## src/mm3_pkg.sv

```systemverilog
// Shared types, constants and helper functions for the MurmurHash3 stream block.
package mm3_pkg;

  // Mixing and finalization constants of MurmurHash3 x86 32-bit, and the reset seed.
  localparam logic [31:0] MIX_C1   = 32'hcc9e2d51;
  localparam logic [31:0] MIX_C2   = 32'h1b873593;
  localparam logic [31:0] MIX_ADD  = 32'he6546b64;
  localparam logic [31:0] FIN_M1   = 32'h85ebca6b;
  localparam logic [31:0] FIN_M2   = 32'hc2b2ae35;
  localparam logic [31:0] SEED_RST = 32'hdeadbeef;

  // Byte counts a word can carry.
  localparam logic [2:0] NBYTES_NONE  = 3'd0;
  localparam logic [2:0] NBYTES_ONE   = 3'd1;
  localparam logic [2:0] NBYTES_TWO   = 3'd2;
  localparam logic [2:0] NBYTES_THREE = 3'd3;
  localparam logic [2:0] NBYTES_FULL  = 3'd4;

  // Slots in the queue between the key mixer and the hash core.
  localparam int unsigned QUEUE_DEPTH = 4;
  localparam int unsigned QPTR_W      = $clog2(QUEUE_DEPTH);

  // One beat passed from the key mixer to the hash core.
  typedef struct packed {
    logic [31:0] key;     // mixed key, zero for an empty word
    logic [2:0]  nbytes;  // bytes absorbed by this beat, 0 to 4
    logic        last;    // final beat of the message
  } mm3_entry_t;

  // Keeps the low bytes of a word that carry message data.
  function automatic logic [31:0] byte_mask(input logic [2:0] nbytes);
    logic [31:0] m;
    case (nbytes)
      NBYTES_NONE:  m = 32'h0000_0000;
      NBYTES_ONE:   m = 32'h0000_00ff;
      NBYTES_TWO:   m = 32'h0000_ffff;
      NBYTES_THREE: m = 32'h00ff_ffff;
      default:      m = 32'hffff_ffff;
    endcase
    return m;
  endfunction

  function automatic logic [31:0] rotl15(input logic [31:0] v);
    return {v[16:0], v[31:17]};
  endfunction

  function automatic logic [31:0] rotl13(input logic [31:0] v);
    return {v[18:0], v[31:19]};
  endfunction

endpackage

```

## src/mm3_front.sv

```systemverilog
// Input stage: accepts words, settles the byte count and mixes the key in two steps.
module mm3_front (
  input  logic                clk,
  input  logic                rst_n,
  input  logic                in_valid,
  output logic                in_ready,
  input  logic [31:0]         in_data_word,
  input  logic [2:0]          in_byte_count,
  input  logic                in_last,
  output logic                push_valid,
  input  logic                push_ready,
  output mm3_pkg::mm3_entry_t push_entry
);
  import mm3_pkg::*;

  logic        a_v_r, a_v_nxt;
  logic [31:0] a_prod_r;
  logic [2:0]  a_nbytes_r;
  logic        a_last_r;
  logic        b_v_r, b_v_nxt;
  logic [31:0] b_key_r;
  logic [2:0]  b_nbytes_r;
  logic        b_last_r;
  logic        a_free, b_free;
  logic [2:0]  eff_nbytes;

  // A word that is not last, or a count above four, absorbs four bytes.
  always_comb begin
    if (!in_last || (in_byte_count > NBYTES_FULL)) begin
      eff_nbytes = NBYTES_FULL;
    end else begin
      eff_nbytes = in_byte_count;
    end
  end

  // Each stage moves on when the one after it is empty or draining.
  assign b_free   = !b_v_r || push_ready;
  assign a_free   = !a_v_r || b_free;
  assign in_ready = a_free;

  always_comb begin
    a_v_nxt = a_free ? in_valid : a_v_r;
    b_v_nxt = b_free ? a_v_r : b_v_r;
  end

  always_ff @(posedge clk) begin
    if (!rst_n) begin
      a_v_r <= 1'b0;
      b_v_r <= 1'b0;
    end else begin
      a_v_r <= a_v_nxt;
      b_v_r <= b_v_nxt;
    end
  end

  // First multiply of the key mix; unused bytes are cleared first.
  always_ff @(posedge clk) begin
    if (in_valid && a_free) begin
      a_prod_r   <= (in_data_word & byte_mask(eff_nbytes)) * MIX_C1;
      a_nbytes_r <= eff_nbytes;
      a_last_r   <= in_last;
    end
  end

  // Rotate and second multiply of the key mix.
  always_ff @(posedge clk) begin
    if (a_v_r && b_free) begin
      b_key_r    <= rotl15(a_prod_r) * MIX_C2;
      b_nbytes_r <= a_nbytes_r;
      b_last_r   <= a_last_r;
    end
  end

  assign push_valid        = b_v_r;
  assign push_entry.key    = b_key_r;
  assign push_entry.nbytes = b_nbytes_r;
  assign push_entry.last   = b_last_r;

endmodule

```

## src/mm3_fifo.sv

```systemverilog
// Short queue that decouples the key mixer from the hash core.
module mm3_fifo (
  input  logic                clk,
  input  logic                rst_n,
  input  logic                push_valid,
  output logic                push_ready,
  input  mm3_pkg::mm3_entry_t push_entry,
  output logic                pop_valid,
  input  logic                pop_ready,
  output mm3_pkg::mm3_entry_t pop_entry
);
  import mm3_pkg::*;

  localparam logic [QPTR_W:0] FULL_LEVEL = QUEUE_DEPTH[QPTR_W:0];

  mm3_entry_t        slot_r [QUEUE_DEPTH];
  logic [QPTR_W-1:0] wr_ptr_r, wr_ptr_nxt;
  logic [QPTR_W-1:0] rd_ptr_r, rd_ptr_nxt;
  logic [QPTR_W:0]   level_r, level_nxt;
  logic              do_push, do_pop;

  assign push_ready = (level_r != FULL_LEVEL);
  assign pop_valid  = (level_r != '0);
  assign do_push    = push_valid && push_ready;
  assign do_pop     = pop_valid && pop_ready;
  assign pop_entry  = slot_r[rd_ptr_r];

  // Pointer and fill level bookkeeping.
  always_comb begin
    wr_ptr_nxt = do_push ? wr_ptr_r + 1'b1 : wr_ptr_r;
    rd_ptr_nxt = do_pop ? rd_ptr_r + 1'b1 : rd_ptr_r;
    level_nxt  = level_r;
    if (do_push && !do_pop) begin
      level_nxt = level_r + 1'b1;
    end else if (do_pop && !do_push) begin
      level_nxt = level_r - 1'b1;
    end
  end

  always_ff @(posedge clk) begin
    if (!rst_n) begin
      wr_ptr_r <= '0;
      rd_ptr_r <= '0;
      level_r  <= '0;
    end else begin
      wr_ptr_r <= wr_ptr_nxt;
      rd_ptr_r <= rd_ptr_nxt;
      level_r  <= level_nxt;
    end
  end

  // Slot storage.
  always_ff @(posedge clk) begin
    if (do_push) begin
      slot_r[wr_ptr_r] <= push_entry;
    end
  end

endmodule

```

## src/mm3_back.sv

```systemverilog
// Hash core: running hash recurrence, length count and the final avalanche pipeline.
module mm3_back (
  input  logic                clk,
  input  logic                rst_n,
  input  logic [31:0]         seed,
  input  logic                pop_valid,
  output logic                pop_ready,
  input  mm3_pkg::mm3_entry_t pop_entry,
  output logic                out_valid,
  input  logic                out_ready,
  output logic [31:0]         out_hash
);
  import mm3_pkg::*;

  logic        in_msg_r, in_msg_nxt;
  logic [31:0] run_r, run_nxt;
  logic [31:0] len_r, len_nxt;
  logic        f0_v_r, f0_v_nxt;
  logic        f1_v_r, f1_v_nxt;
  logic        f2_v_r, f2_v_nxt;
  logic        o_v_r, o_v_nxt;
  logic [31:0] f0_r, f1_r, f2_r, o_r;
  logic        f0_free, f1_free, f2_free, o_free;
  logic        do_pop, do_finish;
  logic [31:0] h_cur, h_x, h_rot, h_blk, len_sum;

  // Free chain of the avalanche pipeline, output register at its end.
  assign o_free  = !o_v_r || out_ready;
  assign f2_free = !f2_v_r || o_free;
  assign f1_free = !f1_v_r || f2_free;
  assign f0_free = !f0_v_r || f1_free;

  // A last beat waits for room in the avalanche pipeline.
  assign pop_ready = !pop_entry.last || f0_free;
  assign do_pop    = pop_valid && pop_ready;
  assign do_finish = do_pop && pop_entry.last;

  // Block or tail mix of one beat; an empty beat carries a zero key.
  always_comb begin
    h_cur   = in_msg_r ? run_r : seed;
    h_x     = h_cur ^ pop_entry.key;
    h_rot   = rotl13(h_x);
    h_blk   = (pop_entry.nbytes == NBYTES_FULL) ?
              ((h_rot << 2) + h_rot + MIX_ADD) : h_x;
    len_sum = len_r + {29'd0, pop_entry.nbytes};
  end

  // Message state update.
  always_comb begin
    in_msg_nxt = in_msg_r;
    run_nxt    = run_r;
    len_nxt    = len_r;
    if (do_pop) begin
      if (pop_entry.last) begin
        in_msg_nxt = 1'b0;
        len_nxt    = '0;
      end else begin
        in_msg_nxt = 1'b1;
        run_nxt    = h_blk;
        len_nxt    = len_sum;
      end
    end
  end

  // Stage valids advance whenever the next stage has room.
  always_comb begin
    f0_v_nxt = f0_free ? do_finish : f0_v_r;
    f1_v_nxt = f1_free ? f0_v_r : f1_v_r;
    f2_v_nxt = f2_free ? f1_v_r : f2_v_r;
    o_v_nxt  = o_free ? f2_v_r : o_v_r;
  end

  always_ff @(posedge clk) begin
    if (!rst_n) begin
      in_msg_r <= 1'b0;
      len_r    <= '0;
      f0_v_r   <= 1'b0;
      f1_v_r   <= 1'b0;
      f2_v_r   <= 1'b0;
      o_v_r    <= 1'b0;
    end else begin
      in_msg_r <= in_msg_nxt;
      len_r    <= len_nxt;
      f0_v_r   <= f0_v_nxt;
      f1_v_r   <= f1_v_nxt;
      f2_v_r   <= f2_v_nxt;
      o_v_r    <= o_v_nxt;
    end
  end

  always_ff @(posedge clk) begin
    run_r <= run_nxt;
  end

  // Length fold, two multiply steps and the closing shift of the avalanche.
  always_ff @(posedge clk) begin
    if (do_finish) begin
      f0_r <= h_blk ^ len_sum;
    end
    if (f0_v_r && f1_free) begin
      f1_r <= (f0_r ^ (f0_r >> 16)) * FIN_M1;
    end
    if (f1_v_r && f2_free) begin
      f2_r <= (f1_r ^ (f1_r >> 13)) * FIN_M2;
    end
    if (f2_v_r && o_free) begin
      o_r <= f2_r ^ (f2_r >> 16);
    end
  end

  assign out_valid = o_v_r;
  assign out_hash  = o_r;

endmodule

```

## src/murmur3_32_hash_stream.sv

```systemverilog
// MurmurHash3 x86 32-bit: top level with the seed register and the three parts wired up.
//
// The block hashes a message of little-endian 32-bit words and takes one word
// per clock cycle, sustained while the hash output is not backed up, with no
// gap between messages. The rate is set by the hash recurrence in the core,
// which folds one word into the running hash each cycle; the key mix ahead of
// it is a two-stage multiply pipeline feeding a four-beat queue. A hash is
// valid once its last word has passed the two key mix stages, a slot in the
// queue, the core, then two avalanche stages and the output register; it
// waits longer when the queue holds earlier beats or the output is backed up.
// The output register holds the hash until it is taken. A seed write applies
// from the next message whose first word reaches the core.
module murmur3_32_hash_stream (
  input  logic        clk,
  input  logic        rst_n,
  input  logic        cfg_we,
  input  logic [31:0] cfg_wdata,
  input  logic        in_valid,
  output logic        in_ready,
  input  logic [31:0] in_data_word,
  input  logic [2:0]  in_byte_count,
  input  logic        in_last,
  output logic        out_valid,
  input  logic        out_ready,
  output logic [31:0] out_hash
);
  import mm3_pkg::*;

  logic [31:0] seed_r, seed_nxt;
  logic        push_valid, push_ready;
  logic        pop_valid, pop_ready;
  mm3_entry_t  push_entry, pop_entry;

  // Seed register.
  always_comb begin
    seed_nxt = cfg_we ? cfg_wdata : seed_r;
  end

  always_ff @(posedge clk) begin
    if (!rst_n) begin
      seed_r <= SEED_RST;
    end else begin
      seed_r <= seed_nxt;
    end
  end

  mm3_front u_front (
    .clk           (clk),
    .rst_n         (rst_n),
    .in_valid      (in_valid),
    .in_ready      (in_ready),
    .in_data_word  (in_data_word),
    .in_byte_count (in_byte_count),
    .in_last       (in_last),
    .push_valid    (push_valid),
    .push_ready    (push_ready),
    .push_entry    (push_entry)
  );

  mm3_fifo u_fifo (
    .clk        (clk),
    .rst_n      (rst_n),
    .push_valid (push_valid),
    .push_ready (push_ready),
    .push_entry (push_entry),
    .pop_valid  (pop_valid),
    .pop_ready  (pop_ready),
    .pop_entry  (pop_entry)
  );

  mm3_back u_back (
    .clk       (clk),
    .rst_n     (rst_n),
    .seed      (seed_r),
    .pop_valid (pop_valid),
    .pop_ready (pop_ready),
    .pop_entry (pop_entry),
    .out_valid (out_valid),
    .out_ready (out_ready),
    .out_hash  (out_hash)
  );

endmodule
```

## config.mk

```make
export PLATFORM = sky130hd
export DESIGN_NAME = murmur3_32_hash_stream
export DESIGN_NICKNAME = d
export VERILOG_FILES = /design/src/mm3_pkg.sv /design/src/mm3_front.sv /design/src/mm3_fifo.sv /design/src/mm3_back.sv /design/src/murmur3_32_hash_stream.sv
export SDC_FILE = /design/constraint.sdc
export NUM_CORES = 2
export LEC_CHECK = 0
export BUFFER_PORTS_ARGS = -buffer_cell sky130_fd_sc_hd__buf_2
export CORE_MARGIN = 2
export CORE_UTILIZATION = 25
export DETAILED_ROUTE_END_ITERATION = 16
export GPL_TIMING_DRIVEN = 0
export PLACE_DENSITY = 0.47
export RECOVER_POWER = 25
export SKIP_LAST_GASP = 1
export SYNTH_ARGS = -nofsm -noshare
export SYNTH_HDL_FRONTEND = slang
export SYNTH_SLANG_ARGS = --single-unit
```

## constraint.sdc

```tcl
create_clock -name clk -period 25.8 [get_ports clk]
set_clock_uncertainty 0.15 [all_clocks]
set_input_delay 5.16 -clock clk [delete_from_list [all_inputs] [get_ports clk]]
set_output_delay 5.16 -clock clk [all_outputs]
set_load 0.05 [all_outputs]
```

==> qor.yml <==
status:
  outcome: "finished with violations"
  violations: "capacitance limit, slew limit"
clock_tree:
  numCtsBuffers: 55
  htree_levels: 2
  cts_sinks: 456
  hold_buffers: 0
  cts_tree: "built"
  clk_pin_slew_ns: 0.06
  root_buffer: "clkbuf_16"
  post_cts_buffers: 0
  cts.path.max_buffers: 3
  worst_skew_pair.late_latency_ns: 0.67
  ctsResizeCount: 0
timing:
  setup_tns_ns: 0
  finalCriticalPeriod_ns: 12.52
  finalHoldViolations: 0
  timing.final.crit_share_pct: 48.54
  finalSetupViolCount: 0
  rsz0062_at_grt: "false"
  fmax_mhz: 79.85
  worst-slew-pin-transition_ns: 1.756
  max_slew_margin_pct: -17.09
  maxSlewViolCount: 32
global_route:
  grt_start_max_net_pins: 42
  grt_pass1_wl_mm: 224.3
  first_global_vias: 36470
  met1_usage_pct: 17.73
  grt-ovfl-total: 0
  met3_usage_pct: 1.174
  antenna_found_initial: 6
  grt_usage_pct: 13.56
  top_usage_layer: "met2"
  gr-usage-met2_pct: 24.31
worst_setup_path:
  path_class: "input port to flip-flop"
  ff2ff_path_depth: 23
  timing.rr.start: "u_back.f0_r[20]"
  cp_max_fo: 10
  timing.rr.end: "u_back.f1_r[31]"
  r2r_slack_ns: 17.80
  cp-start-kind: "input port"
  critPathRequiredTime_ns: 26.11
  arrival_ns: 12.83
  end_kind: "flip-flop"
flow_run:
  drv_cap: 1
synthesis:
  ys_warn_count: 0
  synth_top_area_share_pct: 27.08
  synth_seq_cells: 456
  synth_area_sq_mm: 0.05360
  synth_cells: 4891
  postSynthAreaPerCell_sq_um: 10.96
  synth_top_area_cell: "fa_1"
  async_flop_share_pct: 0
  synthDistinctLibCells: 89
  synth-edff-count: 376
  synth_ff_type: "edfxtp_1"
  synth-seq-area-share_pct: 24.05
  synthesis.nets: 6496
  synth_area_leaders: "fa_1, edfxtp_1, ha_1"
die:
  initial_core_util_pct: 25.22
  rows: 169
  die_area_sq_mm: 0.2181
  die_w_um: 467.0
  core-area_sq_mm: 0.2125
  io_pins: 107
  die_h_um: 467.0
routing:
  wl_mm: 144.9
  vias_per_cell: 4.185
  vias: 33160
  wire_per_inst_um: 18.29
  postRouteAntennaNets: 0
  drc: 0
  dr.pass1.iters: 5
  drtIter0Drc: 1637
final_layout:
  drive_above_1_share_pct: 5.843
  final_cell_mix: "inv_1, ha_1, fa_1"
  syn_to_final_growth_pct: 11.10
  nNetsFinal: 6660
  nFillCells: 22190
  final_common_cell: "inv_1"
hold_path:
  worstHoldPathType: "flip-flop to flip-flop"
  hp-start: "u_front.a_nbytes_r[2]"
  min_to: "u_front.b_nbytes_r[2]"
  whs_path_depth: 0
place:
  port_buffers: 99
  globalplace.congestion: 0.8877
  hpwl_mm: 125.3
-- critical path: stages --
cell	delay (ns)
buf_2	0.20
nand2b_1	0.13
or2_2	0.28
clkbuf_1	0.15
clkbuf_1	0.23
nand2_1	0.30
inv_1	0.25
ha_1	0.42
inv_1	0.09
fa_1	0.42
inv_1	0.09
fa_1	0.40
inv_1	0.08
fa_1	0.42
inv_1	0.12
fa_1	0.45
fa_1	0.56
fa_1	0.41
ha_1	0.29
ha_1	0.34
and3_1	0.20
and3_1	0.23
inv_1	0.05
a2111oi_0	0.81
o31a_1	0.29
o31ai_1	0.12
o311ai_0	0.31
-- metal layers --
layer | up-vias | share of wire [%]
li1 | 15950 | -
met1 | 16600 | 45
met2 | 473 | 50
met3 | 132 | 2.8
met4 | 0 | 1.9
met5 | - | 0
-- cell usage after synthesis (34+ instances only) --
library cell / count
xnor2_1: 277
and2_1: 34
and3_1: 41
nor2_1: 122
a21o_1: 63
inv_1: 1282
mux2i_1: 70
dfxtp_1: 80
nand2_1: 154
fa_1: 725
mux4_2: 36
clkbuf_1: 41
ha_1: 807
edfxtp_1: 376
nor2b_1: 48
o21ai_0: 118
nand3_1: 48
xor2_1: 127
a21oi_1: 128
-- cells by family after synthesis --
group | Yosys count | share of synthesized area (%)
compound gates | 482 | 5.840
buf+inv | 1353 | 9.571
mux | 107 | 2.841
flops | 456 | 24.05
simple gates | 557 | 5.180
fa+ha+maj | 1532 | 45.92
xor+xnor | 404 | 6.601
-- stage by stage --
step                instances  area (sq um)  util, %  hold WS [ns]  worst slack [ns]
global placement         7811         57630    27.12        0.2659             12.53
CTS                      7921         59580    28.04        0.2821             13.21
floorplan                4891         53600        -        0.2503             13.85
finish                   7922         59550    28.02        0.2744             13.28
global route             7921         59550    28.02        0.2873             12.75
detailed placement       7819         57830    27.21        0.2674             12.46
-- sequential cells by signal, summed over array words and instances, names as in the netlist, 2 cells and up, named ones only --
name and count:
u_back.f1_r 32, seed_r 32, u_fifo.level_r 3, u_back.f0_r 32
u_back.len_r 32, u_back.f2_r 32, u_front.a_nbytes_r 3, u_fifo.rd_ptr_r 2
u_front.a_prod_r 32, u_back.run_r 32, u_fifo.slot_r 144, u_front.b_key_r 32
u_back.out_hash 32, u_fifo.wr_ptr_r 2, u_front.b_nbytes_r 3
-- worst max path at each step --
| stage | from | endpoint | slack (ns) | cells past startpoint |
|---|---|---|---|---|
| global placement | in_last | u_front.a_prod_r[30] | 12.53 | 26 |
| finish | in_last | u_front.a_prod_r[30] | 13.28 | 27 |
| CTS | in_last | u_front.a_prod_r[30] | 13.21 | 25 |
| detailed placement | in_last | u_front.a_prod_r[30] | 12.46 | 26 |
| floorplan | in_byte_count[2] | u_front.a_prod_r[31] | 13.85 | 27 |
| global route | in_last | u_front.a_prod_r[30] | 12.75 | 27 |
-- final cells by class --
cell class | count | area [sq um] | area share [%]
buffer | 70 | 314.1 | 0.5274
antenna | 1 | 2.502 | 0.004202
clock inverter | 33 | 292.8 | 0.4917
sequential | 456 | 12890 | 21.65
timing repair buffer | 107 | 623.1 | 1.046
multi-input combinational | 3082 | 35620 | 59.82
inverter | 1283 | 4816 | 8.087
clock buffer | 69 | 1459 | 2.450
tap | 2821 | 3530 | 5.927
Power is not shown: default switching activity piles up to over one toggle a cycle in this logic, so the estimate is an artifact.
